`config.mk`:
```
export PLATFORM = sky130hd
export DESIGN_NAME = sm83_alu_with_flags_flat
export DESIGN_NICKNAME = d
export VERILOG_FILES = /design/src/rtl/sm83_pkg.sv /design/src/rtl/sm83_if.sv /design/src/rtl/sm83_exec.sv /design/src/rtl/sm83_alu_with_flags.sv /design/src/flat_wrapper.sv
export VERILOG_INCLUDE_DIRS = /design/src /design/src/rtl
export SDC_FILE = /design/constraint.sdc
export NUM_CORES = 1
export LEC_CHECK = 0
export BUFFER_PORTS_ARGS = -buffer_cell sky130_fd_sc_hd__buf_2
export CAP_MARGIN = 20
export CORE_MARGIN = 1.5
export CORE_UTILIZATION = 55
export CTS_CLUSTER_SIZE = 40
export DETAILED_ROUTE_END_ITERATION = 7
export PLACE_DENSITY = 0.74
export SYNTH_ARGS = -nofsm -noshare
export SYNTH_HDL_FRONTEND = slang
export SYNTH_SLANG_ARGS = --single-unit
```
`constraint.sdc`:
```
create_clock -name clk -period 10.1 [get_ports clk]
set_clock_uncertainty 0.15 [all_clocks]
set_input_delay 0.505 -clock clk [delete_from_list [all_inputs] [get_ports clk]]
set_output_delay 0.505 -clock clk [all_outputs]
set_load 0.02 [all_outputs]
```
`src/rtl/sm83_alu_with_flags_assert.svh`:
```
// Assertion macros for the SM83 ALU block.
// The block using them must have signals named clk and rst in scope.
`ifndef SM83_ALU_WITH_FLAGS_ASSERT_SVH
`define SM83_ALU_WITH_FLAGS_ASSERT_SVH

// Check cons in the same cycle in which ante holds.
`define SM83_ASSERT_SAME(label, ante, cons, msg) \
  label: assert property (@(posedge clk) disable iff (rst) (ante) |-> (cons)) \
    else $error(msg);

// Check cons in the cycle after ante holds.
`define SM83_ASSERT_NEXT(label, ante, cons, msg) \
  label: assert property (@(posedge clk) disable iff (rst) (ante) |=> (cons)) \
    else $error(msg);

`endif

```
`src/rtl/sm83_pkg.sv`:
```
`timescale 1ns / 1ps
`default_nettype none

package sm83_pkg;

  // Operation codes
  localparam logic [5:0] OP_ADD8  = 6'd0;
  localparam logic [5:0] OP_ADC   = 6'd1;
  localparam logic [5:0] OP_SUB   = 6'd2;
  localparam logic [5:0] OP_SBC   = 6'd3;
  localparam logic [5:0] OP_AND   = 6'd4;
  localparam logic [5:0] OP_XOR   = 6'd5;
  localparam logic [5:0] OP_OR    = 6'd6;
  localparam logic [5:0] OP_CP    = 6'd7;
  localparam logic [5:0] OP_INC8  = 6'd8;
  localparam logic [5:0] OP_DEC8  = 6'd9;
  localparam logic [5:0] OP_INC16 = 6'd10;
  localparam logic [5:0] OP_DEC16 = 6'd11;
  localparam logic [5:0] OP_ADD16 = 6'd12;
  localparam logic [5:0] OP_SPOFS = 6'd13;
  localparam logic [5:0] OP_DAA   = 6'd14;
  localparam logic [5:0] OP_CPL   = 6'd15;
  localparam logic [5:0] OP_SCF   = 6'd16;
  localparam logic [5:0] OP_CCF   = 6'd17;
  localparam logic [5:0] OP_RLCA  = 6'd18;
  localparam logic [5:0] OP_RRCA  = 6'd19;
  localparam logic [5:0] OP_RLA   = 6'd20;
  localparam logic [5:0] OP_RRA   = 6'd21;
  localparam logic [5:0] OP_RLC   = 6'd22;
  localparam logic [5:0] OP_RRC   = 6'd23;
  localparam logic [5:0] OP_RL    = 6'd24;
  localparam logic [5:0] OP_RR    = 6'd25;
  localparam logic [5:0] OP_SLA   = 6'd26;
  localparam logic [5:0] OP_SRA   = 6'd27;
  localparam logic [5:0] OP_SWAP  = 6'd28;
  localparam logic [5:0] OP_SRL   = 6'd29;
  localparam logic [5:0] OP_BIT   = 6'd30;
  localparam logic [5:0] OP_RES   = 6'd31;
  localparam logic [5:0] OP_SET   = 6'd32;

  // Flag positions inside the packed Z N H C nibble
  localparam int FLAG_Z = 3;
  localparam int FLAG_N = 2;
  localparam int FLAG_H = 1;
  localparam int FLAG_C = 0;

  // Decimal adjust constants
  localparam logic [7:0] DAA_ADJ_LO    = 8'h06;
  localparam logic [7:0] DAA_ADJ_HI    = 8'h60;
  localparam logic [7:0] DAA_LIMIT     = 8'h99;
  localparam logic [3:0] BCD_DIGIT_MAX = 4'd9;

  // One input transaction
  typedef struct packed {
    logic [5:0]  opcode;
    logic [15:0] operand_a;
    logic [15:0] operand_b;
    logic [2:0]  bit_index;
    logic [3:0]  flags_in;
  } req_item_t;

  // One result transaction
  typedef struct packed {
    logic [15:0] result;
    logic [3:0]  flags_out;
    logic        writes_result;
  } rsp_item_t;

endpackage

`default_nettype wire

```
`src/rtl/sm83_if.sv`:
```
`timescale 1ns / 1ps
`default_nettype none

// Operation channel
interface sm83_req_if;
  logic        valid;
  logic        ready;
  logic [5:0]  opcode;
  logic [15:0] operand_a;
  logic [15:0] operand_b;
  logic [2:0]  bit_index;
  logic [3:0]  flags_in;

  modport source (
    output valid, opcode, operand_a, operand_b, bit_index, flags_in,
    input  ready
  );
  modport sink (
    input  valid, opcode, operand_a, operand_b, bit_index, flags_in,
    output ready
  );
endinterface

// Result channel
interface sm83_rsp_if;
  logic        valid;
  logic        ready;
  logic [15:0] result;
  logic [3:0]  flags_out;
  logic        writes_result;

  modport source (
    output valid, result, flags_out, writes_result,
    input  ready
  );
  modport sink (
    input  valid, result, flags_out, writes_result,
    output ready
  );
endinterface

`default_nettype wire

```
`src/rtl/sm83_exec.sv`:
```
`timescale 1ns / 1ps
`default_nettype none

// Combinational ALU datapath: one operation in, result and flags out.
module sm83_exec (
  input  sm83_pkg::req_item_t item,
  output sm83_pkg::rsp_item_t res
);

  logic [7:0]  a;
  logic [7:0]  b;
  logic [15:0] a16;
  logic [15:0] b16;
  logic        fz, fn, fh, fc;
  logic        carry_sel;
  logic [8:0]  add_sum;
  logic [4:0]  add_half;
  logic [8:0]  sub_diff;
  logic [4:0]  sub_half;
  logic [7:0]  inc_r;
  logic [7:0]  dec_r;
  logic [16:0] add16_sum;
  logic [12:0] add16_half;
  logic [15:0] sp_sum;
  logic [4:0]  sp_half;
  logic [8:0]  sp_byte;
  logic        daa_lo;
  logic        daa_hi;
  logic [7:0]  daa_adj;
  logic [7:0]  daa_r;
  logic [7:0]  rlc_r, rrc_r, rl_r, rr_r, sla_r, sra_r, swap_r, srl_r;
  logic [7:0]  bit_mask;
  logic [7:0]  r8;
  logic        use_r8;
  logic [15:0] r16;
  logic [3:0]  f;
  logic        w;

  assign a16 = item.operand_a;
  assign b16 = item.operand_b;
  assign a   = item.operand_a[7:0];
  assign b   = item.operand_b[7:0];
  assign fz  = item.flags_in[sm83_pkg::FLAG_Z];
  assign fn  = item.flags_in[sm83_pkg::FLAG_N];
  assign fh  = item.flags_in[sm83_pkg::FLAG_H];
  assign fc  = item.flags_in[sm83_pkg::FLAG_C];

  // Carry/borrow in only for adc and sbc
  assign carry_sel = fc && (item.opcode == sm83_pkg::OP_ADC ||
                            item.opcode == sm83_pkg::OP_SBC);

  // 8-bit add and subtract with half carry
  assign add_sum  = {1'b0, a} + {1'b0, b} + {8'd0, carry_sel};
  assign add_half = {1'b0, a[3:0]} + {1'b0, b[3:0]} + {4'd0, carry_sel};
  assign sub_diff = {1'b0, a} - {1'b0, b} - {8'd0, carry_sel};
  assign sub_half = {1'b0, a[3:0]} - {1'b0, b[3:0]} - {4'd0, carry_sel};

  assign inc_r = a + 8'd1;
  assign dec_r = a - 8'd1;

  // 16-bit add, carries out of bit 11 and bit 15
  assign add16_sum  = {1'b0, a16} + {1'b0, b16};
  assign add16_half = {1'b0, a16[11:0]} + {1'b0, b16[11:0]};

  // Stack pointer plus signed byte, flags from the low byte
  assign sp_sum  = a16 + {{8{b[7]}}, b};
  assign sp_half = {1'b0, a16[3:0]} + {1'b0, b[3:0]};
  assign sp_byte = {1'b0, a16[7:0]} + {1'b0, b};

  // Decimal adjust after add or subtract
  assign daa_lo  = fh || (!fn && (a[3:0] > sm83_pkg::BCD_DIGIT_MAX));
  assign daa_hi  = fc || (!fn && (a > sm83_pkg::DAA_LIMIT));
  assign daa_adj = (daa_lo ? sm83_pkg::DAA_ADJ_LO : 8'd0) |
                   (daa_hi ? sm83_pkg::DAA_ADJ_HI : 8'd0);
  assign daa_r   = fn ? (a - daa_adj) : (a + daa_adj);

  // Rotates, shifts and swap
  assign rlc_r  = {a[6:0], a[7]};
  assign rrc_r  = {a[0], a[7:1]};
  assign rl_r   = {a[6:0], fc};
  assign rr_r   = {fc, a[7:1]};
  assign sla_r  = {a[6:0], 1'b0};
  assign sra_r  = {a[7], a[7:1]};
  assign swap_r = {a[3:0], a[7:4]};
  assign srl_r  = {1'b0, a[7:1]};

  assign bit_mask = 8'd1 << item.bit_index;

  // Select result and flags by operation
  always_comb begin
    r8     = 8'd0;
    use_r8 = 1'b1;
    r16    = 16'd0;
    f      = item.flags_in;
    w      = 1'b1;
    unique case (item.opcode) inside
      sm83_pkg::OP_ADD8, sm83_pkg::OP_ADC: begin
        r8 = add_sum[7:0];
        f  = {(add_sum[7:0] == 8'd0), 1'b0, add_half[4], add_sum[8]};
      end
      sm83_pkg::OP_SUB, sm83_pkg::OP_SBC: begin
        r8 = sub_diff[7:0];
        f  = {(sub_diff[7:0] == 8'd0), 1'b1, sub_half[4], sub_diff[8]};
      end
      sm83_pkg::OP_CP: begin
        w = 1'b0;
        f = {(sub_diff[7:0] == 8'd0), 1'b1, sub_half[4], sub_diff[8]};
      end
      sm83_pkg::OP_AND: begin
        r8 = a & b;
        f  = {((a & b) == 8'd0), 1'b0, 1'b1, 1'b0};
      end
      sm83_pkg::OP_XOR: begin
        r8 = a ^ b;
        f  = {((a ^ b) == 8'd0), 3'b000};
      end
      sm83_pkg::OP_OR: begin
        r8 = a | b;
        f  = {((a | b) == 8'd0), 3'b000};
      end
      sm83_pkg::OP_INC8: begin
        r8 = inc_r;
        f  = {(inc_r == 8'd0), 1'b0, (inc_r[3:0] == 4'h0), fc};
      end
      sm83_pkg::OP_DEC8: begin
        r8 = dec_r;
        f  = {(dec_r == 8'd0), 1'b1, (dec_r[3:0] == 4'hF), fc};
      end
      sm83_pkg::OP_INC16: begin
        use_r8 = 1'b0;
        r16    = a16 + 16'd1;
      end
      sm83_pkg::OP_DEC16: begin
        use_r8 = 1'b0;
        r16    = a16 - 16'd1;
      end
      sm83_pkg::OP_ADD16: begin
        use_r8 = 1'b0;
        r16    = add16_sum[15:0];
        f      = {fz, 1'b0, add16_half[12], add16_sum[16]};
      end
      sm83_pkg::OP_SPOFS: begin
        use_r8 = 1'b0;
        r16    = sp_sum;
        f      = {2'b00, sp_half[4], sp_byte[8]};
      end
      sm83_pkg::OP_DAA: begin
        r8 = daa_r;
        f  = {(daa_r == 8'd0), fn, 1'b0, daa_hi};
      end
      sm83_pkg::OP_CPL: begin
        r8 = ~a;
        f  = {fz, 1'b1, 1'b1, fc};
      end
      sm83_pkg::OP_SCF: begin
        w = 1'b0;
        f = {fz, 1'b0, 1'b0, 1'b1};
      end
      sm83_pkg::OP_CCF: begin
        w = 1'b0;
        f = {fz, 1'b0, 1'b0, !fc};
      end
      // Accumulator rotates always clear Z
      sm83_pkg::OP_RLCA: begin
        r8 = rlc_r;
        f  = {3'b000, a[7]};
      end
      sm83_pkg::OP_RRCA: begin
        r8 = rrc_r;
        f  = {3'b000, a[0]};
      end
      sm83_pkg::OP_RLA: begin
        r8 = rl_r;
        f  = {3'b000, a[7]};
      end
      sm83_pkg::OP_RRA: begin
        r8 = rr_r;
        f  = {3'b000, a[0]};
      end
      sm83_pkg::OP_RLC: begin
        r8 = rlc_r;
        f  = {(rlc_r == 8'd0), 2'b00, a[7]};
      end
      sm83_pkg::OP_RRC: begin
        r8 = rrc_r;
        f  = {(rrc_r == 8'd0), 2'b00, a[0]};
      end
      sm83_pkg::OP_RL: begin
        r8 = rl_r;
        f  = {(rl_r == 8'd0), 2'b00, a[7]};
      end
      sm83_pkg::OP_RR: begin
        r8 = rr_r;
        f  = {(rr_r == 8'd0), 2'b00, a[0]};
      end
      sm83_pkg::OP_SLA: begin
        r8 = sla_r;
        f  = {(sla_r == 8'd0), 2'b00, a[7]};
      end
      sm83_pkg::OP_SRA: begin
        r8 = sra_r;
        f  = {(sra_r == 8'd0), 2'b00, a[0]};
      end
      sm83_pkg::OP_SWAP: begin
        r8 = swap_r;
        f  = {(swap_r == 8'd0), 3'b000};
      end
      sm83_pkg::OP_SRL: begin
        r8 = srl_r;
        f  = {(srl_r == 8'd0), 2'b00, a[0]};
      end
      sm83_pkg::OP_BIT: begin
        w = 1'b0;
        f = {((a & bit_mask) == 8'd0), 1'b0, 1'b1, fc};
      end
      sm83_pkg::OP_RES: begin
        r8 = a & ~bit_mask;
      end
      sm83_pkg::OP_SET: begin
        r8 = a | bit_mask;
      end
      // Unused codes: no operation, flags pass through
      default: begin
        w = 1'b0;
      end
    endcase
  end

  assign res.result        = use_r8 ? {8'd0, r8} : r16;
  assign res.flags_out     = f;
  assign res.writes_result = w;

endmodule

`default_nettype wire

```
`src/rtl/sm83_alu_with_flags.sv`:
```
`timescale 1ns / 1ps
`default_nettype none

// SM83 ALU with Z/N/H/C flags. Each transaction on req carries an opcode,
// two 16-bit operands, a bit index and the current flags; exactly one
// transaction comes back on rsp with the result, the new flags and the
// write-back strobe. The block holds no architectural state. An operation
// is captured in an input register, evaluated by a single combinational
// pass through the ALU datapath and caught in a result register, which
// drives rsp. A new request is taken every cycle as long as rsp keeps
// draining. When rsp stalls, req drops ready as soon as the input register
// holds a request that cannot advance, so at most two transactions wait
// inside the block.
module sm83_alu_with_flags (
  input  wire           clk,
  input  wire           rst,
  sm83_req_if.sink      req,
  sm83_rsp_if.source    rsp
);

  `include "sm83_alu_with_flags_assert.svh"

  sm83_pkg::req_item_t req_item;
  sm83_pkg::req_item_t stage_item;
  logic                stage_valid;
  logic                stage_adv;
  sm83_pkg::rsp_item_t exec_res;
  sm83_pkg::rsp_item_t out_item;
  logic                out_valid;

  // Pack the incoming payload
  assign req_item.opcode    = req.opcode;
  assign req_item.operand_a = req.operand_a;
  assign req_item.operand_b = req.operand_b;
  assign req_item.bit_index = req.bit_index;
  assign req_item.flags_in  = req.flags_in;

  // Advance when the result register is free or being drained
  assign stage_adv = !out_valid || rsp.ready;
  assign req.ready = !stage_valid || stage_adv;

  // Input register
  always_ff @(posedge clk) begin
    if (rst) begin
      stage_valid <= 1'b0;
    end else if (req.ready) begin
      stage_valid <= req.valid;
    end
  end

  always_ff @(posedge clk) begin
    if (req.valid && req.ready) begin
      stage_item <= req_item;
    end
  end

  sm83_exec u_exec (
    .item (stage_item),
    .res  (exec_res)
  );

  // Result register
  always_ff @(posedge clk) begin
    if (rst) begin
      out_valid <= 1'b0;
    end else if (stage_adv) begin
      out_valid <= stage_valid;
    end
  end

  always_ff @(posedge clk) begin
    if (stage_valid && stage_adv) begin
      out_item <= exec_res;
    end
  end

  assign rsp.valid         = out_valid;
  assign rsp.result        = out_item.result;
  assign rsp.flags_out     = out_item.flags_out;
  assign rsp.writes_result = out_item.writes_result;

  // Checks
  `SM83_ASSERT_SAME(a_no_accept_when_full, stage_valid && !stage_adv, !req.ready,
                    "request accepted while input register is blocked")
  `SM83_ASSERT_NEXT(a_accept_fills_stage, req.valid && req.ready, stage_valid,
                    "accepted request did not reach the input register")
  `SM83_ASSERT_NEXT(a_stage_to_output, stage_valid && stage_adv,
                    rsp.valid && rsp.result == $past(exec_res.result),
                    "evaluated operation did not reach the result register")
  `SM83_ASSERT_SAME(a_no_write_zero, rsp.valid && !rsp.writes_result,
                    rsp.result == 16'd0,
                    "result not zero for an operation without write-back")

endmodule

`default_nettype wire

```
`src/flat_wrapper.sv`:
```
// flat-port wrapper written by rule: the top's interface ports become plain ports
module sm83_alu_with_flags_flat 
  (clk, rst, req_valid, req_opcode, req_operand_a, req_operand_b, req_bit_index, req_flags_in, req_ready, rsp_valid, rsp_result, rsp_flags_out, rsp_writes_result, rsp_ready);
  sm83_req_if req_i ();
  sm83_rsp_if rsp_i ();
  input  wire clk;
  input  wire rst;
  input wire logic [$bits(req_i.valid)-1:0] req_valid;
  input wire logic [$bits(req_i.opcode)-1:0] req_opcode;
  input wire logic [$bits(req_i.operand_a)-1:0] req_operand_a;
  input wire logic [$bits(req_i.operand_b)-1:0] req_operand_b;
  input wire logic [$bits(req_i.bit_index)-1:0] req_bit_index;
  input wire logic [$bits(req_i.flags_in)-1:0] req_flags_in;
  output wire logic [$bits(req_i.ready)-1:0] req_ready;
  output wire logic [$bits(rsp_i.valid)-1:0] rsp_valid;
  output wire logic [$bits(rsp_i.result)-1:0] rsp_result;
  output wire logic [$bits(rsp_i.flags_out)-1:0] rsp_flags_out;
  output wire logic [$bits(rsp_i.writes_result)-1:0] rsp_writes_result;
  input wire logic [$bits(rsp_i.ready)-1:0] rsp_ready;
  assign req_i.valid = req_valid;
  assign req_i.opcode = req_opcode;
  assign req_i.operand_a = req_operand_a;
  assign req_i.operand_b = req_operand_b;
  assign req_i.bit_index = req_bit_index;
  assign req_i.flags_in = req_flags_in;
  assign req_ready = req_i.ready;
  assign rsp_valid = rsp_i.valid;
  assign rsp_result = rsp_i.result;
  assign rsp_flags_out = rsp_i.flags_out;
  assign rsp_writes_result = rsp_i.writes_result;
  assign rsp_i.ready = rsp_ready;
  sm83_alu_with_flags u_core (.clk(clk), .rst(rst), .req(req_i), .rsp(rsp_i));
endmodule
```
* Word-level counts from Yosys, hierarchy flattened
Index checks and enable logic that the tools add are counted.
W data, S select, Z words.
** Operators by class
- Add/sub/neg operators :: 17
- Magnitude comparators :: 2
- Equality and inequality tests :: 33
- Shift-type cells :: 1
- Multiplexer cells :: 8
- Bitwise gates (word level) :: 9
- Reduce and logical (&&, ||, !) cells :: 44
** Operators by type and width (count)
- $pmux W8 S19 :: 1
- $logic_not A8 Y1 :: 17
- $eq A6 B5 Y1 const B :: 16
- $pmux W4 S24 :: 1
- $pmux W16 S4 :: 1
- $eq A6 B4 Y1 const B :: 8
- $reduce_or A29 Y1 :: 1
- $and A8 B8 Y8 :: 3
- $eq A6 B3 Y1 const B :: 4
- $add A16 B16 Y17 :: 1
- $add A16 B1 Y16 const B :: 1
- $add A16 B16 Y16 :: 1
- $mux W8 :: 2
- $not A8 Y8 :: 2
- $or A8 B8 Y8 :: 2
- $reduce_or A2 Y1 :: 8
- $sub A16 B1 Y16 const B :: 1
- $add A12 B12 Y13 :: 1
- $eq A6 B2 Y1 const B :: 2
- $add A8 B8 Y9 :: 1
- $add A9 B1 Y9 :: 1
- $sub A8 B8 Y9 :: 1
- $sub A9 B1 Y9 :: 1
- $add A8 B1 Y8 const B :: 1
- other kinds (25) :: 36
** Storage, ports and cells
- Register bits :: 68
- Bits of input ports :: 49
- Output and inout bits :: 23
- Logic and storage cells :: 125

* Logic depth before layout (Yosys ltp)
- Depth in word-level cells :: 9
- Depth in mapped cells :: 16
- Mapped depth without buffers :: 15

* By module
Synthesis repeated with hierarchy kept, for this count alone.
** Second synthesis, totals
- Cell total of the unflattened synthesis :: 754
- Area total of the unflattened synthesis :: 6786.5 µm²
** By module, submodules not included
- sm83_exec :: times used 1, cells an instance 678, area each 4700.8 µm², seq. area each 0.0 µm²
- sm83_alu_with_flags :: times used 1, cells an instance 76, area each 2085.8 µm², seq. area each 2021.9 µm²

* Worst setup path after synthesis
Ideal clock, no wire load.
- Path kind :: register to register
- Start point :: register u_core.stage_item[41] in the netlist's numbering
- End point :: register u_core.out_item, in the netlist u_core.rsp.flags_out[0] (data pin)
- Setup time :: 0.265 ns
- Arrival time :: 3.476 ns
- Data required time :: 9.685 ns
- Path slack :: 6.209 ns
- Cell stages (with the launch flop) :: 15
- Buffers on the path :: 3
- Period minus slack after synthesis :: 3.891 ns
- Path through :: edfxtp_1 > buf_2 > buf_1 > clkbuf_1 > or3_1 > fa_1 > fa_1 > o21a_1 > nor2_1 > o21bai_1 > a21o_1 > a31oi_1 > xnor2_1 > nor2_1 > or3_1
** RTL lines
- start, declared :: RTL line sm83_alu_with_flags.sv:24 : sm83_pkg::req_item_t stage_item;
- start signal, assigned :: RTL line sm83_alu_with_flags.sv:53 : stage_item <= req_item;
- end signal, assigned :: RTL line sm83_alu_with_flags.sv:73 : out_item <= exec_res;
- end, declared :: RTL line sm83_alu_with_flags.sv:28 : sm83_pkg::rsp_item_t out_item;

* Worst setup path after layout
- Start point :: register u_core.stage_item[41] in the netlist's numbering
- End point :: register u_core.out_item, in the netlist u_core.rsp.result[14] (data pin)
** On the way
- Word-level cells in the longest chain between the ends :: 2
- Elaborated cells between the ends (all ways) :: 6
- Classes of those cells :: eq/ne: 4; mux: 1; reduce/logical: 1
** Ends and longest elaborated chain
- $eq A6 B4 Y1 (no line)
- $pmux W16 S4 or $reduce_or A4 Y1 (tied branches)
Several ways; a longest one is shown, not always the timed one.
A chain may end at the register's enable or synchronous reset.

==> reports/qor.yml <==
global_route:
  grt_pass1_wl_um: 35000
  grt_usage_pct: 36.5
  grt_start_max_net_pins: 46
  antenna_found_initial: 0
  grt_pass1_vias: 6263
  grt_overflow_total: 0
setup_path:
  critPathArrivalTime_ns: 4.85
  crit_top_cell: "nand2_1"
  crit_fanout: 28
  path_delay_family: "compound AO/OA/AOI/OAI gates"
  start_kind: "flop"
  crit_required_ns: 10.02
  cpMaxStageDelayCell: "edfxtp_1"
  path_class: "flop to flop"
  cp_cell_sequence: "and2_1 -> nand2_1 -> nor2_1 -> nand2_1 -> ha_1 -> fa_1 -> a211oi_1 -> o21bai_1 -> a31oi_1 -> o21ai_1 -> o41ai_1 -> o21ai_0 -> xnor2_1 -> o22ai_1"
  critPathBufInv: 0
  critical_path.max_stage_delay_ns: 0.85
  end_kind: "flop"
yosys:
  synth_edf_count: 66
  synth_seq_cells: 68
  syn-instance-count: 753
  synthDominantCellAreaShare_pct: 29.9
  synth.area.top_cells: "edfxtp_1, ha_1, xnor2_1"
  synth_top_cell_by_area: "edfxtp_1"
  synthTopCellsByCount: "ha_1, nor2_1, edfxtp_1"
  syn_avg_cell_area_um2: 8.79
  yosys_warnings: 0
  syn_area_um2: 6620
  synth_fp_nets: 875
  synth_flop_cell: "edfxtp_1"
  yosysMostFrequentCell: "ha_1"
  async_flop_share_pct: 0
  ys_seq_area_share_pct: 30.6
  synth.distinct_cells: 78
placement:
  dp_hpwl_um: 17500
  pre_cts_ws_ns: 5.34
  gp_congestion: 1.03
  io_buffer_count: 71
timing:
  setup_violations: 0
  tns_ns: 0
  maxSlewHeadroom_pct: 23.7
  hold_viol_final: 0
  period_minus_slack_ns: 4.93
  post-route-period-util_pct: 48.8
  hold_ws_ns: 0.174
  worst_pin_slew_ns: 1.14
  fmax_mhz: 203
  fin_ws_ns: 5.17
  rsz0062_at_grt: "false"
  slew_violations: 0
clock_network:
  holdBufCountCts: 0
  post_cts_buffers: 0
  cts_tree: "built"
  root_buffer: "clkbuf_16"
  cts_buffers: 9
  clk-insertion-delay-late_ns: 0.35
  cts-htree-levels: 3
  clockBufferDepth: 2
  cts.clk_slew.worst_paths_ns: 0.07
  clock-sinks: 68
  cts_resized: 0
run_status:
  outcome: "finished, final reports clean"
power:
  cellPowerDensity_nw_per_um2: 126
  max-vdd-ir-drop_uv: 125
  leakage_nw: 3.06
layout:
  diodes: 0
  syn_to_final_growth_pct: 12.3
  final_nets: 937
  final_layout_size_suffix_gt1_share_pct: 14.4
flow_run:
  cap_violations: 0
routing:
  initialDrtViolationCount: 1155
  drt_pass1_iterations: 6
  routedWlPerCell_um: 24.1
  viasPerCell: 6.92
  drtAntennaViolNets: 0
  vias: 6666
  wl_um: 23200
  drc: 0
floorplanning:
  num_rows: 39
  ios: 72
  die_y_um: 113
  dieArea_um2: 12700
  initial_utilization_pct: 57.2
  die_w_um: 113
  coreArea_um2: 11600
hold_path:
  hold_path_class: "input pin to flop"
[routing by layer]
metal	global-route usage, %	routed length (um)
met5	0	0
met4	16.3	974
met1	50.3	9510
met3	9.11	2870
met2	54.4	9840
[cell type report]
type | instances | area [um^2]
clock inverter | 6 | 63.8
sequential | 68 | 2020
fill | 946 | 4140
multi-input combinational | 617 | 4330
timing repair buffer | 85 | 480
tap | 143 | 179
clock buffer | 10 | 229
inverter | 34 | 128
[placed cells by master, fill, tap and decap left out, types with 8 or more instances in the layout]
master     count
xor2_1        22
or3_1          9
xnor2_1       32
inv_1         32
nor4_1         9
nand3_1       25
a21oi_1       35
a21o_1        21
nand2_1       55
nand2b_1       8
clkbuf_16      9
o21a_1         8
buf_2         71
nor2_1        67
buf_4         12
edfxtp_1      66
a31oi_1       13
nor3_1        28
nand4_1       10
a221oi_1       8
ha_1          69
o22ai_1       20
a22oi_1        8
nor2b_1       10
a211oi_1      14
o21ai_0       38
[through the flow]
stage	utilization (%)	instances	total power, mW	instance area [um^2]
final	64.2	963	0.935	7430
after global routing	64.2	963	0.969	7430
after CTS	63.9	961	0.927	7390
after detailed placement	61.4	945	0.607	7100
after global placement	61.4	945	0.602	7100
after floorplan	-	753	0.527	6620
[path summary, 6_finish.rpt]
path / start / endpoint / slack, ns / cells after the start
worst max-delay path: u_core.stage_item[41] / u_core.rsp.result[14] / 5.17 / 14
worst min-delay path: req_flags_in[2] / u_core.stage_item[2] / 0.17 / 1
worst max register to register: u_core.stage_item[41] / u_core.rsp.result[14] / 5.17 / 14
worst min register to register: u_core.stage_valid / u_core.rsp.valid / 0.38 / 2
[state kept, by name (all words and copies together), names as in the netlist]
register and count:
u_core.stage_item 45, u_core.rsp.result 16, u_core.rsp.valid 1, u_core.stage_valid 1, u_core.rsp.flags_out 4, u_core.rsp.writes_result 1
[power by group]
group	switching [mW]	leakage [nW]	internal, mW	total (mW)
clock network	0.128	0.140	0.191	0.319
registers	0.0192	0.651	0.330	0.349
logic	0.168	2.27	0.0989	0.267
total	0.315	3.06	0.620	0.935
[worst reg2reg max path, stage by stage, from the launching register on]
cell,delay [ns]
edfxtp_1,0.85
and2_1,0.34
nand2_1,0.15
nor2_1,0.53
nand2_1,0.12
ha_1,0.24
fa_1,0.44
a211oi_1,0.32
o21bai_1,0.15
a31oi_1,0.25
o21ai_1,0.14
o41ai_1,0.47
o21ai_0,0.21
xnor2_1,0.18
o22ai_1,0.11
[logic make-up after synthesis]
| kind of cell | Yosys count | share of synthesized area, % |
|---|---|---|
| simple gates | 258 | 19.6 |
| fa+ha+maj | 73 | 14.3 |
| flops | 68 | 30.6 |
| mux | 3 | 0.473 |
| compound gates | 228 | 23.6 |
| buf+inv | 68 | 4.12 |
| xor+xnor | 55 | 7.39 |
(Power assumes the default switching activity.)
